[src/hw/rtl/b64d_pkg.sv]
`default_nettype none
// ----------------------------------------------------------------------------
// b64d_pkg
// Shared types, constants and helper functions of the Base64 stream decoder.
// ----------------------------------------------------------------------------

package b64d_pkg;

  // How a text ended, reported on its final result
  typedef enum logic [1:0] {
    END_RAN_OUT = 2'd0,
    END_PAD     = 2'd1,
    END_BAD     = 2'd2
  } end_status_t;

  localparam logic [7:0] CHAR_PAD = 8'h3D;  // '='

  localparam int JOB_FIFO_DEPTH = 4;
  localparam int JOB_PTR_W      = $clog2(JOB_FIFO_DEPTH);
  localparam int JOB_CNT_W      = $clog2(JOB_FIFO_DEPTH + 1);

  // Work handed from the front end to the back end for one character
  typedef struct packed {
    logic [2:0][7:0] data;    // decoded bytes, entry 0 goes out first
    logic [1:0]      nbytes;  // bytes to send, 0 for a pure end marker
    logic            last;    // character closed the text
    end_status_t     status;  // how the text ended, meaningful with last
  } job_t;

  // Sextet value of an alphabet character; bit 6 set for anything else
  function automatic logic [6:0] sextet_of(input logic [7:0] c);
    logic [7:0] t;
    t = 8'd0;
    if (c >= 8'h41 && c <= 8'h5A) begin
      t = c - 8'h41;
      return {1'b0, t[5:0]};
    end else if (c >= 8'h61 && c <= 8'h7A) begin
      t = c - 8'h61 + 8'd26;
      return {1'b0, t[5:0]};
    end else if (c >= 8'h30 && c <= 8'h39) begin
      t = c - 8'h30 + 8'd52;
      return {1'b0, t[5:0]};
    end else if (c == 8'h2B) begin
      return 7'd62;
    end else if (c == 8'h2F) begin
      return 7'd63;
    end
    return 7'h40;
  endfunction

  // Pack four sextets into three bytes
  function automatic logic [2:0][7:0] group_bytes(input logic [5:0] s0,
                                                  input logic [5:0] s1,
                                                  input logic [5:0] s2,
                                                  input logic [5:0] s3);
    logic [2:0][7:0] b;
    b[0] = {s0, s1[5:4]};
    b[1] = {s1[3:0], s2[5:2]};
    b[2] = {s2[1:0], s3};
    return b;
  endfunction

endpackage

`default_nettype wire

[src/hw/rtl/b64d_char_if.sv]
`default_nettype none
// ----------------------------------------------------------------------------
// b64d_char_if
// Character channel: one ASCII character and its end-of-text flag.
// ----------------------------------------------------------------------------

interface b64d_char_if;
  logic       valid;
  logic       ready;
  logic [7:0] char_code;
  logic       end_of_text;

  modport source (output valid, char_code, end_of_text, input ready);
  modport sink   (input valid, char_code, end_of_text, output ready);
endinterface

`default_nettype wire

[src/hw/rtl/b64d_res_if.sv]
`default_nettype none
// ----------------------------------------------------------------------------
// b64d_res_if
// Result channel: one decoded byte or end marker per transfer.
// ----------------------------------------------------------------------------

interface b64d_res_if;
  logic       valid;
  logic       ready;
  logic [7:0] data_byte;
  logic       byte_valid;
  logic       last;
  logic [1:0] end_status;

  modport source (output valid, data_byte, byte_valid, last, end_status, input ready);
  modport sink   (input valid, data_byte, byte_valid, last, end_status, output ready);
endinterface

`default_nettype wire

[src/hw/rtl/b64d_front.sv]
`default_nettype none
// ----------------------------------------------------------------------------
// b64d_front
// Accepts characters, tracks prefix skip, sextet grouping and halt state,
// and turns each character that yields bytes or ends a text into one job.
// ----------------------------------------------------------------------------

module b64d_front
  import b64d_pkg::*;
(
  input  wire logic       clk,
  input  wire logic       rst,
  input  wire logic       cfg_we,
  input  wire logic [7:0] cfg_wdata,
  b64d_char_if.sink       chars,
  input  wire logic       job_full,
  output logic            job_push,
  output job_t            job
);

  logic [7:0]  skip_count;
  logic [7:0]  skip_left;
  logic [5:0]  h0, h1, h2;
  logic [1:0]  cnt;
  logic        halted;
  end_status_t reason;
  logic        mid_text;

  logic        accept;
  logic [6:0]  sx;
  logic [5:0]  h0_next, h1_next, h2_next;
  logic [1:0]  cnt_upd;
  logic        halted_upd;
  end_status_t reason_upd;
  logic [7:0]  skip_next;
  logic        full_emit;
  logic        flush;

  assign chars.ready = !job_full;
  assign accept      = chars.valid && chars.ready;
  assign sx          = sextet_of(chars.char_code);

  always_comb begin
    h0_next    = h0;
    h1_next    = h1;
    h2_next    = h2;
    cnt_upd    = cnt;
    halted_upd = halted;
    reason_upd = reason;
    skip_next  = skip_left;
    full_emit  = 1'b0;
    flush      = 1'b0;

    if (skip_left != 8'd0) begin
      skip_next = skip_left - 8'd1;
    end else if (!halted) begin
      if (!sx[6]) begin
        if (cnt == 2'd3) begin
          full_emit = 1'b1;
        end else begin
          case (cnt)
            2'd0:    h0_next = sx[5:0];
            2'd1:    h1_next = sx[5:0];
            default: h2_next = sx[5:0];
          endcase
          cnt_upd = cnt + 2'd1;
        end
      end else begin
        halted_upd = 1'b1;
        reason_upd = (chars.char_code == CHAR_PAD) ? END_PAD : END_BAD;
        flush      = 1'b1;
      end
    end

    // end of text flushes a partial group unless a halt already did
    if (chars.end_of_text && !halted_upd) begin
      flush = 1'b1;
    end

    if (full_emit) begin
      job.data   = group_bytes(h0, h1, h2, sx[5:0]);
      job.nbytes = 2'd3;
    end else begin
      job.data   = group_bytes(h0_next, h1_next, h2_next, 6'd0);
      job.nbytes = (flush && cnt_upd > 2'd1) ? cnt_upd - 2'd1 : 2'd0;
    end
    job.last   = chars.end_of_text;
    job.status = halted_upd ? reason_upd : END_RAN_OUT;

    job_push = accept && (job.nbytes != 2'd0 || chars.end_of_text);
  end

  always_ff @(posedge clk) begin
    if (rst) begin
      skip_count <= 8'd0;
      skip_left  <= 8'd0;
      cnt        <= 2'd0;
      halted     <= 1'b0;
      reason     <= END_RAN_OUT;
      mid_text   <= 1'b0;
    end else begin
      if (accept) begin
        h0 <= h0_next;
        h1 <= h1_next;
        h2 <= h2_next;
        if (chars.end_of_text) begin
          cnt       <= 2'd0;
          halted    <= 1'b0;
          reason    <= END_RAN_OUT;
          skip_left <= skip_count;
          mid_text  <= 1'b0;
        end else begin
          cnt       <= (full_emit || flush) ? 2'd0 : cnt_upd;
          halted    <= halted_upd;
          reason    <= reason_upd;
          skip_left <= skip_next;
          mid_text  <= 1'b1;
        end
      end
      if (cfg_we) begin
        skip_count <= cfg_wdata;
        if (!mid_text) begin
          skip_left <= cfg_wdata;
        end
      end
    end
  end

endmodule

`default_nettype wire

[src/hw/rtl/b64d_fifo.sv]
`default_nettype none
// ----------------------------------------------------------------------------
// b64d_fifo
// Short job queue between front and back end.
// ----------------------------------------------------------------------------

module b64d_fifo
  import b64d_pkg::*;
(
  input  wire logic clk,
  input  wire logic rst,
  input  wire logic push,
  input  wire job_t push_data,
  output logic      full,
  input  wire logic pop,
  output job_t      pop_data,
  output logic      empty
);

  job_t                 mem [JOB_FIFO_DEPTH];
  logic [JOB_PTR_W-1:0] wr_ptr;
  logic [JOB_PTR_W-1:0] rd_ptr;
  logic [JOB_CNT_W-1:0] count;

  assign full     = (count == JOB_CNT_W'(JOB_FIFO_DEPTH));
  assign empty    = (count == '0);
  assign pop_data = mem[rd_ptr];

  always_ff @(posedge clk) begin
    if (push) begin
      mem[wr_ptr] <= push_data;
    end
  end

  always_ff @(posedge clk) begin
    if (rst) begin
      wr_ptr <= '0;
      rd_ptr <= '0;
      count  <= '0;
    end else begin
      if (push) begin
        wr_ptr <= wr_ptr + 1'b1;
      end
      if (pop) begin
        rd_ptr <= rd_ptr + 1'b1;
      end
      case ({push, pop})
        2'b10:   count <= count + 1'b1;
        2'b01:   count <= count - 1'b1;
        default: count <= count;
      endcase
    end
  end

endmodule

`default_nettype wire

[src/hw/rtl/b64d_back.sv]
`default_nettype none
// ----------------------------------------------------------------------------
// b64d_back
// Walks the head job byte by byte into the registered result channel.
// ----------------------------------------------------------------------------

module b64d_back
  import b64d_pkg::*;
(
  input  wire logic clk,
  input  wire logic rst,
  input  wire job_t head,
  input  wire logic empty,
  output logic      pop,
  b64d_res_if.source results
);

  logic [1:0]  idx;
  logic        out_valid;
  logic [7:0]  out_byte;
  logic        out_byte_valid;
  logic        out_last;
  end_status_t out_status;

  logic        load;
  logic        final_byte;

  assign load       = !empty && (!out_valid || results.ready);
  assign final_byte = (head.nbytes == 2'd0) || (idx == head.nbytes - 2'd1);
  assign pop        = load && final_byte;

  assign results.valid      = out_valid;
  assign results.data_byte  = out_byte;
  assign results.byte_valid = out_byte_valid;
  assign results.last       = out_last;
  assign results.end_status = out_status;

  always_ff @(posedge clk) begin
    if (rst) begin
      out_valid <= 1'b0;
      idx       <= 2'd0;
    end else if (load) begin
      out_valid <= 1'b1;
      idx       <= final_byte ? 2'd0 : idx + 2'd1;
    end else if (results.ready) begin
      out_valid <= 1'b0;
    end
  end

  always_ff @(posedge clk) begin
    if (load) begin
      out_byte_valid <= (head.nbytes != 2'd0);
      out_byte       <= (head.nbytes != 2'd0) ? head.data[idx] : 8'd0;
      out_last       <= head.last && final_byte;
      out_status     <= (head.last && final_byte) ? head.status : END_RAN_OUT;
    end
  end

endmodule

`default_nettype wire

[src/hw/rtl/base64_stream_decoder.sv]
`default_nettype none
// ----------------------------------------------------------------------------
// base64_stream_decoder
// Streaming Base64 decoder, one character in per transfer.
// ----------------------------------------------------------------------------
// Use: characters arrive on the chars channel with end_of_text on the final
// character of each text. The first skip_count characters of a text are
// dropped; skip_count is written through cfg_we/cfg_wdata while idle.
// Decoded bytes leave on the results channel, one per transfer; the final
// transfer of a text carries last and end_status (a pure marker with
// byte_valid low when the text yields no byte on its final character).
// Timing: a character is taken every cycle while the job queue has room.
// Its first result passes through the job queue and then the result register.
// It sends one byte a cycle while the receiver is ready, so a character
// completing a group occupies the back end for one transfer per byte; the
// four-entry job queue absorbs this, and the average of three bytes per four
// characters keeps the input at one character per cycle while the receiver is ready.
// Reset: clears skip_count, the group state, the halt flag and the queue.
// Receiver stall: the result register holds, the queue fills, then chars
// ready drops until the back end drains an entry.
// ----------------------------------------------------------------------------

module base64_stream_decoder
  import b64d_pkg::*;
(
  input  wire logic       clk,
  input  wire logic       rst,
  input  wire logic       cfg_we,
  input  wire logic [7:0] cfg_wdata,
  b64d_char_if.sink       chars,
  b64d_res_if.source      results
);

  // front end to queue
  job_t job_in;
  logic job_push;
  logic job_full;

  // queue to back end
  job_t job_head;
  logic job_pop;
  logic job_empty;

  // Classify each character and build its job
  b64d_front u_front (
    .clk       (clk),
    .rst       (rst),
    .cfg_we    (cfg_we),
    .cfg_wdata (cfg_wdata),
    .chars     (chars),
    .job_full  (job_full),
    .job_push  (job_push),
    .job       (job_in)
  );

  // Decouple character intake from byte output
  b64d_fifo u_fifo (
    .clk       (clk),
    .rst       (rst),
    .push      (job_push),
    .push_data (job_in),
    .full      (job_full),
    .pop       (job_pop),
    .pop_data  (job_head),
    .empty     (job_empty)
  );

  // Serialise each job into result transfers
  b64d_back u_back (
    .clk     (clk),
    .rst     (rst),
    .head    (job_head),
    .empty   (job_empty),
    .pop     (job_pop),
    .results (results)
  );

endmodule

`default_nettype wire
[src/flat_wrapper.sv]
// flat-port wrapper written by rule: the top's interface ports become plain ports
module base64_stream_decoder_flat import b64d_pkg::*;
  (clk, rst, cfg_we, cfg_wdata, chars_valid, chars_char_code, chars_end_of_text, chars_ready, results_valid, results_data_byte, results_byte_valid, results_last, results_end_status, results_ready);
  b64d_char_if chars_i ();
  b64d_res_if results_i ();
  input  wire logic clk;
  input  wire logic rst;
  input  wire logic cfg_we;
  input  wire logic [7:0] cfg_wdata;
  input wire logic [$bits(chars_i.valid)-1:0] chars_valid;
  input wire logic [$bits(chars_i.char_code)-1:0] chars_char_code;
  input wire logic [$bits(chars_i.end_of_text)-1:0] chars_end_of_text;
  output wire logic [$bits(chars_i.ready)-1:0] chars_ready;
  output wire logic [$bits(results_i.valid)-1:0] results_valid;
  output wire logic [$bits(results_i.data_byte)-1:0] results_data_byte;
  output wire logic [$bits(results_i.byte_valid)-1:0] results_byte_valid;
  output wire logic [$bits(results_i.last)-1:0] results_last;
  output wire logic [$bits(results_i.end_status)-1:0] results_end_status;
  input wire logic [$bits(results_i.ready)-1:0] results_ready;
  assign chars_i.valid = chars_valid;
  assign chars_i.char_code = chars_char_code;
  assign chars_i.end_of_text = chars_end_of_text;
  assign chars_ready = chars_i.ready;
  assign results_valid = results_i.valid;
  assign results_data_byte = results_i.data_byte;
  assign results_byte_valid = results_i.byte_valid;
  assign results_last = results_i.last;
  assign results_end_status = results_i.end_status;
  assign results_i.ready = results_ready;
  base64_stream_decoder u_core (.clk(clk), .rst(rst), .cfg_we(cfg_we), .cfg_wdata(cfg_wdata), .chars(chars_i), .results(results_i));
endmodule
[config.mk]
export PLATFORM = sky130hd
export DESIGN_NAME = base64_stream_decoder_flat
export DESIGN_NICKNAME = d
export VERILOG_FILES = /design/src/hw/rtl/b64d_pkg.sv /design/src/hw/rtl/b64d_char_if.sv /design/src/hw/rtl/b64d_res_if.sv /design/src/hw/rtl/b64d_front.sv /design/src/hw/rtl/b64d_fifo.sv /design/src/hw/rtl/b64d_back.sv /design/src/hw/rtl/base64_stream_decoder.sv /design/src/flat_wrapper.sv
export SDC_FILE = /design/constraint.sdc
export NUM_CORES = 1
export LEC_CHECK = 0
export ABC_CLOCK_PERIOD_IN_PS = 4700
export BUFFER_PORTS_ARGS = -buffer_cell sky130_fd_sc_hd__buf_2
export CAP_MARGIN = 20
export CORE_MARGIN = 5
export CORE_UTILIZATION = 35
export CTS_BUF_LIST = sky130_fd_sc_hd__clkbuf_4
export DETAILED_ROUTE_END_ITERATION = 8
export GPL_ROUTABILITY_DRIVEN = 0
export PLACE_DENSITY = 0.59
export SKIP_LAST_GASP = 1
export SYNTH_ARGS = -nofsm -noshare
export SYNTH_HDL_FRONTEND = slang
export SYNTH_HIERARCHICAL = 1
export SYNTH_SLANG_ARGS = --single-unit
[constraint.sdc]
create_clock -name clk -period 4.7 [get_ports clk]
set_input_delay 0.94 -clock clk [delete_from_list [all_inputs] [get_ports clk]]
set_output_delay 0.94 -clock clk [all_outputs]
set_load 0.02 [all_outputs]
== Word level (Yosys, flattened, before mapping) ==
Memories as Yosys holds them, arrays and structs flattened. A register that Yosys moved wholly into a read port is not among the register bits.
Cells that the tools add are included.
Storage, ports and cells
  register bits after elaboration: 62
  RAM bits: 116
  input port bits: 22
  logic and storage cells: 146
  memories: 1
Memory list
  u_core.u_fifo.mem: depth 4, width 29, rd ports 1, clocked after memory_dff 1, write ports 1, line b64d_fifo.sv:20  | job_t mem [JOB_FIFO_DEPTH];
Cells by class
  $add $sub $neg: 14
  order comparisons: 8
  equality and inequality tests: 9
  mux-type cells: 67
  bitwise logic cells: 1
  reductions and logical operators: 28
Operators by type and width (number)
  6-bit two-way mux: 15
  8-bit two-way mux: 6
  7-bit two-way mux: 6
  2-bit two-way mux: 16
  26-bit two-way mux: 1
  8-bit by 6-bit equality test with 1-bit output, second input constant: 3
  1-bit two-way mux: 21
  8-bit binary-select mux with 2-bit select: 1
  8-bit by 7-bit >= comparator with 1-bit output, second input constant: 2
  8-bit by 7-bit <= comparator with 1-bit output, second input constant: 2
  6-bit subtractor, second input constant: 2
  1-bit logical AND: 10
  2-bit by 1-bit adder with 2-bit output, second input constant: 4
  8-bit by 6-bit >= comparator with 1-bit output, second input constant: 1
  8-bit by 6-bit <= comparator with 1-bit output, second input constant: 1
  2-bit nonzero test: 4
  8-bit nonzero test: 1
  8-bit by 1-bit subtractor with 8-bit output, second input constant: 1
  6-bit by 5-bit adder with 6-bit output, second input constant: 1
  6-bit adder, second input constant: 1
  3-bit one-hot mux with 2 select lines: 1
  6-bit by 1-bit subtractor with 6-bit output, second input constant: 1
  2-bit by 1-bit equality test with 1-bit output, second input constant: 2
  2-bit equality test, second input constant: 2
  14 further kinds: 22

== Logic depth before layout (Yosys ltp) ==
  depth after elaboration: 21
  gate-level depth with buffers: 16

== Hierarchy ==
Netlist, hierarchy kept.
By module, submodules not included
  b64d_fifo: instances 1, cells each 198, area each 4626.9 sq um, sequential area each 3663.5 sq um
  b64d_front: instances 1, cells each 332, area each 2760.1 sq um, sequential area each 980.9 sq um
  b64d_back: instances 1, cells each 76, area each 797.0 sq um, sequential area each 420.4 sq um

== Worst setup path after synthesis ==
Ideal clock, no wire load.
  kind: input to register
  start: input port chars_char_code[0]
  end: memory u_core/u_fifo/mem[0][0] (netlist name), enable pin
  arrival: 3396 ps
  required time: 4311 ps
  slack: 915 ps
  stages: 9
  path buffers: 0
  cells stage by stage: inv_1 ha_1 nand2_1 o311a_1 o31a_1 nor2_1 o211ai_1 a21oi_1 and2_1
Between the ends
  cells in the longest elaborated chain, start to end: 21
RTL lines
  from (decl): line flat_wrapper.sv:11  | input wire logic [$bits(chars_i.char_code)-1:0] chars_char_code;
  parallel branches: the longest is 6 deep, another holds 8-bit by 6-bit >= comparator with 1-bit output
  7-bit two-way mux (*): line b64d_pkg.sv:48  | return 7'h40;
  1-bit two-way mux: line b64d_front.sv:57  | if (!sx[6]) begin
  1-bit two-way mux: line b64d_front.sv:56  | end else if (!halted) begin
  1-bit two-way mux: line b64d_front.sv:54  | if (skip_left != 8'd0) begin
  1-bit zero test: line b64d_front.sv:76  | if (chars.end_of_text && !halted_upd) begin
  1-bit logical AND: line b64d_front.sv:76
  1-bit two-way mux: line b64d_front.sv:76
  1-bit logical AND: line b64d_front.sv:85  | job.nbytes = (flush && cnt_upd > 2'd1) ? cnt_upd - 2'd1 : 2'd0;
  2-bit two-way mux: line b64d_front.sv:85
  26-bit two-way mux (*): line b64d_front.sv:80  | if (full_emit) begin
  2-bit nonzero test (*): line b64d_front.sv:90  | job_push = accept && (job.nbytes != 2'd0 || chars.end_of_text);
  1-bit logical OR (*): line b64d_front.sv:90
  1-bit logical AND (*): line b64d_front.sv:90
  named net u_core.job_push: line base64_stream_decoder.sv:36  | logic job_push;
  1-bit two-way mux (*): line b64d_fifo.sv:30  | if (push) begin
  1-bit two-way mux (implied by the code) (*): line b64d_fifo.sv:31  | mem[wr_ptr] <= push_data;
  to (decl): line b64d_fifo.sv:20
Mark *: on every way through the listed nets, which the timed path passes.

== Final worst setup path ==
  start: input port chars_char_code[2]
  end: register u_core.u_fifo.count[2]
Between the ends
  cells in the longest elaborated chain, start to end: 21
RTL lines
  parallel branches: the longest is 6 deep, another holds 8-bit by 6-bit >= comparator with 1-bit output
  7-bit two-way mux (*): line b64d_pkg.sv:48
  1-bit two-way mux: line b64d_front.sv:57
  1-bit two-way mux: line b64d_front.sv:56
  1-bit two-way mux: line b64d_front.sv:54
  1-bit zero test: line b64d_front.sv:76
  1-bit logical AND: line b64d_front.sv:76
  1-bit two-way mux: line b64d_front.sv:76
  1-bit logical AND: line b64d_front.sv:85
  2-bit two-way mux: line b64d_front.sv:85
  26-bit two-way mux (*): line b64d_front.sv:80
  2-bit nonzero test (*): line b64d_front.sv:90
  1-bit logical OR (*): line b64d_front.sv:90
  1-bit logical AND (*): line b64d_front.sv:90
  named net u_core.job_push: line base64_stream_decoder.sv:36
  2-bit by 1-bit equality test with 1-bit output or 2-bit equality test (tied branches): line b64d_fifo.sv:47  | case ({push, pop})
  3-bit one-hot mux with 2 select lines or 2-bit nonzero test (tied branches)
  to (signal assigned): line b64d_fifo.sv:48  | 2'b10: count <= count + 1'b1;
  to (signal assigned): line b64d_fifo.sv:49  | 2'b01: count <= count - 1'b1;
  to (signal assigned): line b64d_fifo.sv:50  | default: count <= count;
  to (decl): line b64d_fifo.sv:23  | logic [JOB_CNT_W-1:0] count;
Marked as above.
A chain may end at the register's enable or synchronous reset.

==> results.py <==
metrics = {
    "status": {
        "outcome": "complete, no violations",
    },
    "sta": {
        "fin_crit_ns": 3.74,
        "hold_violations": 0,
        "setup_slack_ns": 0.965,
        "clock_skew_ns": 0.0219,
        "max_freq_mhz": 268,
        "finalSetupViolCount": 0,
        "slew_headroom_pct": 32.9,
        "setup-tns-final_ns": 0,
        "grt_setup_unrepaired": "no",
        "slew_viol_final": 0,
        "worstMarginPinSlew_ns": 0.996,
        "fin_hold_ws_ns": 0.479,
        "period_share_pct": 79.5,
    },
    "floorplanning": {
        "start_util_pct": 35.2,
        "die_x_um": 163,
        "fp.dieArea_um2": 26500,
        "die_h_um": 163,
        "rows": 56,
        "ios": 36,
        "core_um2": 23300,
    },
    "finish": {
        "syn2layout_area_growth_pct": 9.60,
        "regArea_um2": 5070,
        "multi_input_area_um2": 2830,
        "finish.instance_area_um2": 8970,
        "final_util_pct": 38.6,
        "stdcell_count": 971,
        "fill_cells": 2253,
        "final_common_cell": "edfxtp_1",
        "layout_common_cells": "edfxtp_1, nor2_1, o21ai_0",
        "final_nets": 676,
        "drive_above_1_share_pct": 18.6,
    },
    "synth": {
        "synthMuxAreaShare_pct": 11.7,
        "synth_top_area_share_pct": 53.6,
        "synth_top_family_by_area": "multiplexers",
        "synth_edf_count": 146,
        "synth_flop_cell": "edfxtp_1",
        "synth_cell_types": 64,
        "ys_ff_latch": 180,
        "synth_xor_area_share_pct": 1.05,
        "synth-simple-area-share_pct": 9.42,
        "ys_top_cells_by_area": "edfxtp_1, dfxtp_1, mux4_2",
        "yosys.area_share.adder_pct": 2.54,
        "synth_nets": 644,
        "synth_area_per_cell_um2": 13.5,
        "synthesis.area_um2": 8180,
        "synth_async_sr_flop_share_pct": 0,
        "synth_top_area_cell": "edfxtp_1",
        "yosysWarnings": 6,
        "syn_inst": 606,
        "synth_seq_area_share_pct": 61.9,
        "synth_compound_area_share_pct": 9.82,
    },
    "detailed_routing": {
        "routedWlPerCell_um": 16.7,
        "wirelength_um": 16200,
        "first_pass_iters": 5,
        "via_count": 5023,
        "via_per_inst": 5.17,
        "drt_iter0_drc": 391,
        "drc": 0,
        "ant_nets": 0,
    },
    "global_routing": {
        "grt_usage_pct": 12.4,
        "grt_pass1_wl_um": 25900,
        "antenna_found_initial": 1,
        "grt_max_degree": 35,
        "overflow": 0,
        "grt_pass1_vias": 4943,
    },
    "worst_setup_path": {
        "critPathCaptureType": "flop",
        "crit_type": "primary input to flop",
        "arrival_ns": 4.23,
        "required_ns": 5.19,
        "critPathMaxFanout": 8,
        "critPathSlowestCell": "a21oi_1",
        "slowest_delay_ns": 0.49,
        "startpoint_type": "primary input",
        "crit_chain": "buf_2, inv_1, ha_1, nor2b_1, a2bb2oi_2, o21ai_2, nor2_1, o211ai_1, a21oi_1, inv_1, ha_1, inv_1, fa_1, xor2_1, or3_1, a21oi_1",
        "cpMostUsedCell": "inv_1",
    },
    "run": {
        "cap_viol_max_count": 0,
    },
    "cts": {
        "root_buffer": "clkbuf_4",
        "cts_buffers": 17,
        "clk_pin_slew_ns": 0.16,
        "htree_levels": 4,
        "hold_buffers": 0,
        "clk_path_buf_depth": 2,
        "cts_setup_buffers": 0,
        "cts_tree": "done",
        "cts-resized-gates": 0,
        "clock_latency_ns": 0.56,
        "clock-sinks": 180,
    },
    "pwr": {
        "powerDensity_nw_per_um2": 420,
        "fin_total_pwr_mw": 3.76,
        "leakagePower_nw": 3.16,
        "peakVddDrop_v": 0.000143,
    },
    "min_path": {
        "holdCritPathClass": "flop to flop",
    },
    "place": {
        "port_buffers": 35,
        "placed_area_um2": 8640,
        "dp_hpwl_um": 10600,
        "pre_cts_slack_ns": 0.440,
        "dp.cells": 936,
    },
}
registers in the layout (all words and copies together), names as in the netlist, named ones only:
| register | flops |
|---|---|
| u_core/u_back/results.byte_valid | 1 |
| u_core/u_back/results.data_byte | 8 |
| u_core/u_front/skip_left | 8 |
| u_core/u_front/h2 | 6 |
| u_core/u_front/mid_text | 1 |
| u_core/u_back/idx | 2 |
| u_core/u_fifo/count | 3 |
| u_core/u_front/skip_count | 8 |
| u_core/u_back/results.last | 1 |
| u_core/u_front/cnt | 2 |
| u_core/u_fifo/rd_ptr | 2 |
| u_core/u_front/h0 | 6 |
| u_core/u_front/halted | 1 |
| u_core/u_front/h1 | 6 |
| u_core/u_front/reason | 2 |
| u_core/u_fifo/mem | 116 |
| u_core/u_fifo/wr_ptr | 2 |
| u_core/u_back/results.end_status | 2 |
| u_core/u_back/results.valid | 1 |
power by group:
| group | switching [mW] | internal, mW |
|---|---|---|
| Sequential | 0.0744 | 1.91 |
| Combinational | 0.547 | 0.358 |
| Clock | 0.615 | 0.256 |
worst max-delay path: cells and delay by family:
kind	cells	cell delay, ns
compound gates	5	1.14
simple gates	3	0.84
fa+ha+maj	3	0.74
buf+inv	4	0.48
xor+xnor	1	0.07
cell type report:
type                            instances  share of cell area [%]
Clock inverter                         15                    1.91
Antenna cell                            1                  0.0279
Clock buffer                           17                    1.42
Multi-Input combinational cell        363                    31.5
Sequential cell                       180                    56.5
Inverter                               31                    1.30
Timing Repair Buffer                   45                    2.89
Tap cell                              319                    4.45
cell families after synthesis:
kind of cell / Yosys count
xor gates and xnor gates: 9
buffers and inverters: 63
adders and majority gates: 16
muxes: 59
DFF: 180
AOI/OAI and AO/OA: 121
and+or+nand+nor: 158
worst paths after layout:
path / startpoint / endpoint / slack, ns / cells after the start
max: chars_char_code[2] / u_core/u_fifo/count[2] / 0.96 / 16
min: u_core/u_front/mid_text / u_core/u_front/mid_text / 0.48 / 1
max reg2reg: flop / u_core/u_fifo/count[2] / 1.32 / 12
min reg2reg: u_core/u_front/mid_text / u_core/u_front/mid_text / 0.48 / 1
Yosys cell counts (6+ instances only):
cell,instances
o21ai_0,43
mux4_2,28
nand3_1,7
a21oi_1,29
nor2_1,61
mux2i_1,30
inv_1,31
ha_1,15
clkbuf_1,18
nor3_1,8
edfxtp_1,146
dfxtp_1,34
xor2_1,6
and2_1,7
nand2_1,41
routing by layer:
metal	global-route usage [%]	vias up	share of wire, %
li1	-	2359	-
met1	17.0	2542	47
met2	20.1	110	48
met3	2.66	12	3.9
met4	3.66	0	0.96
met5	0	-	0
(Power assumes the default switching activity.)
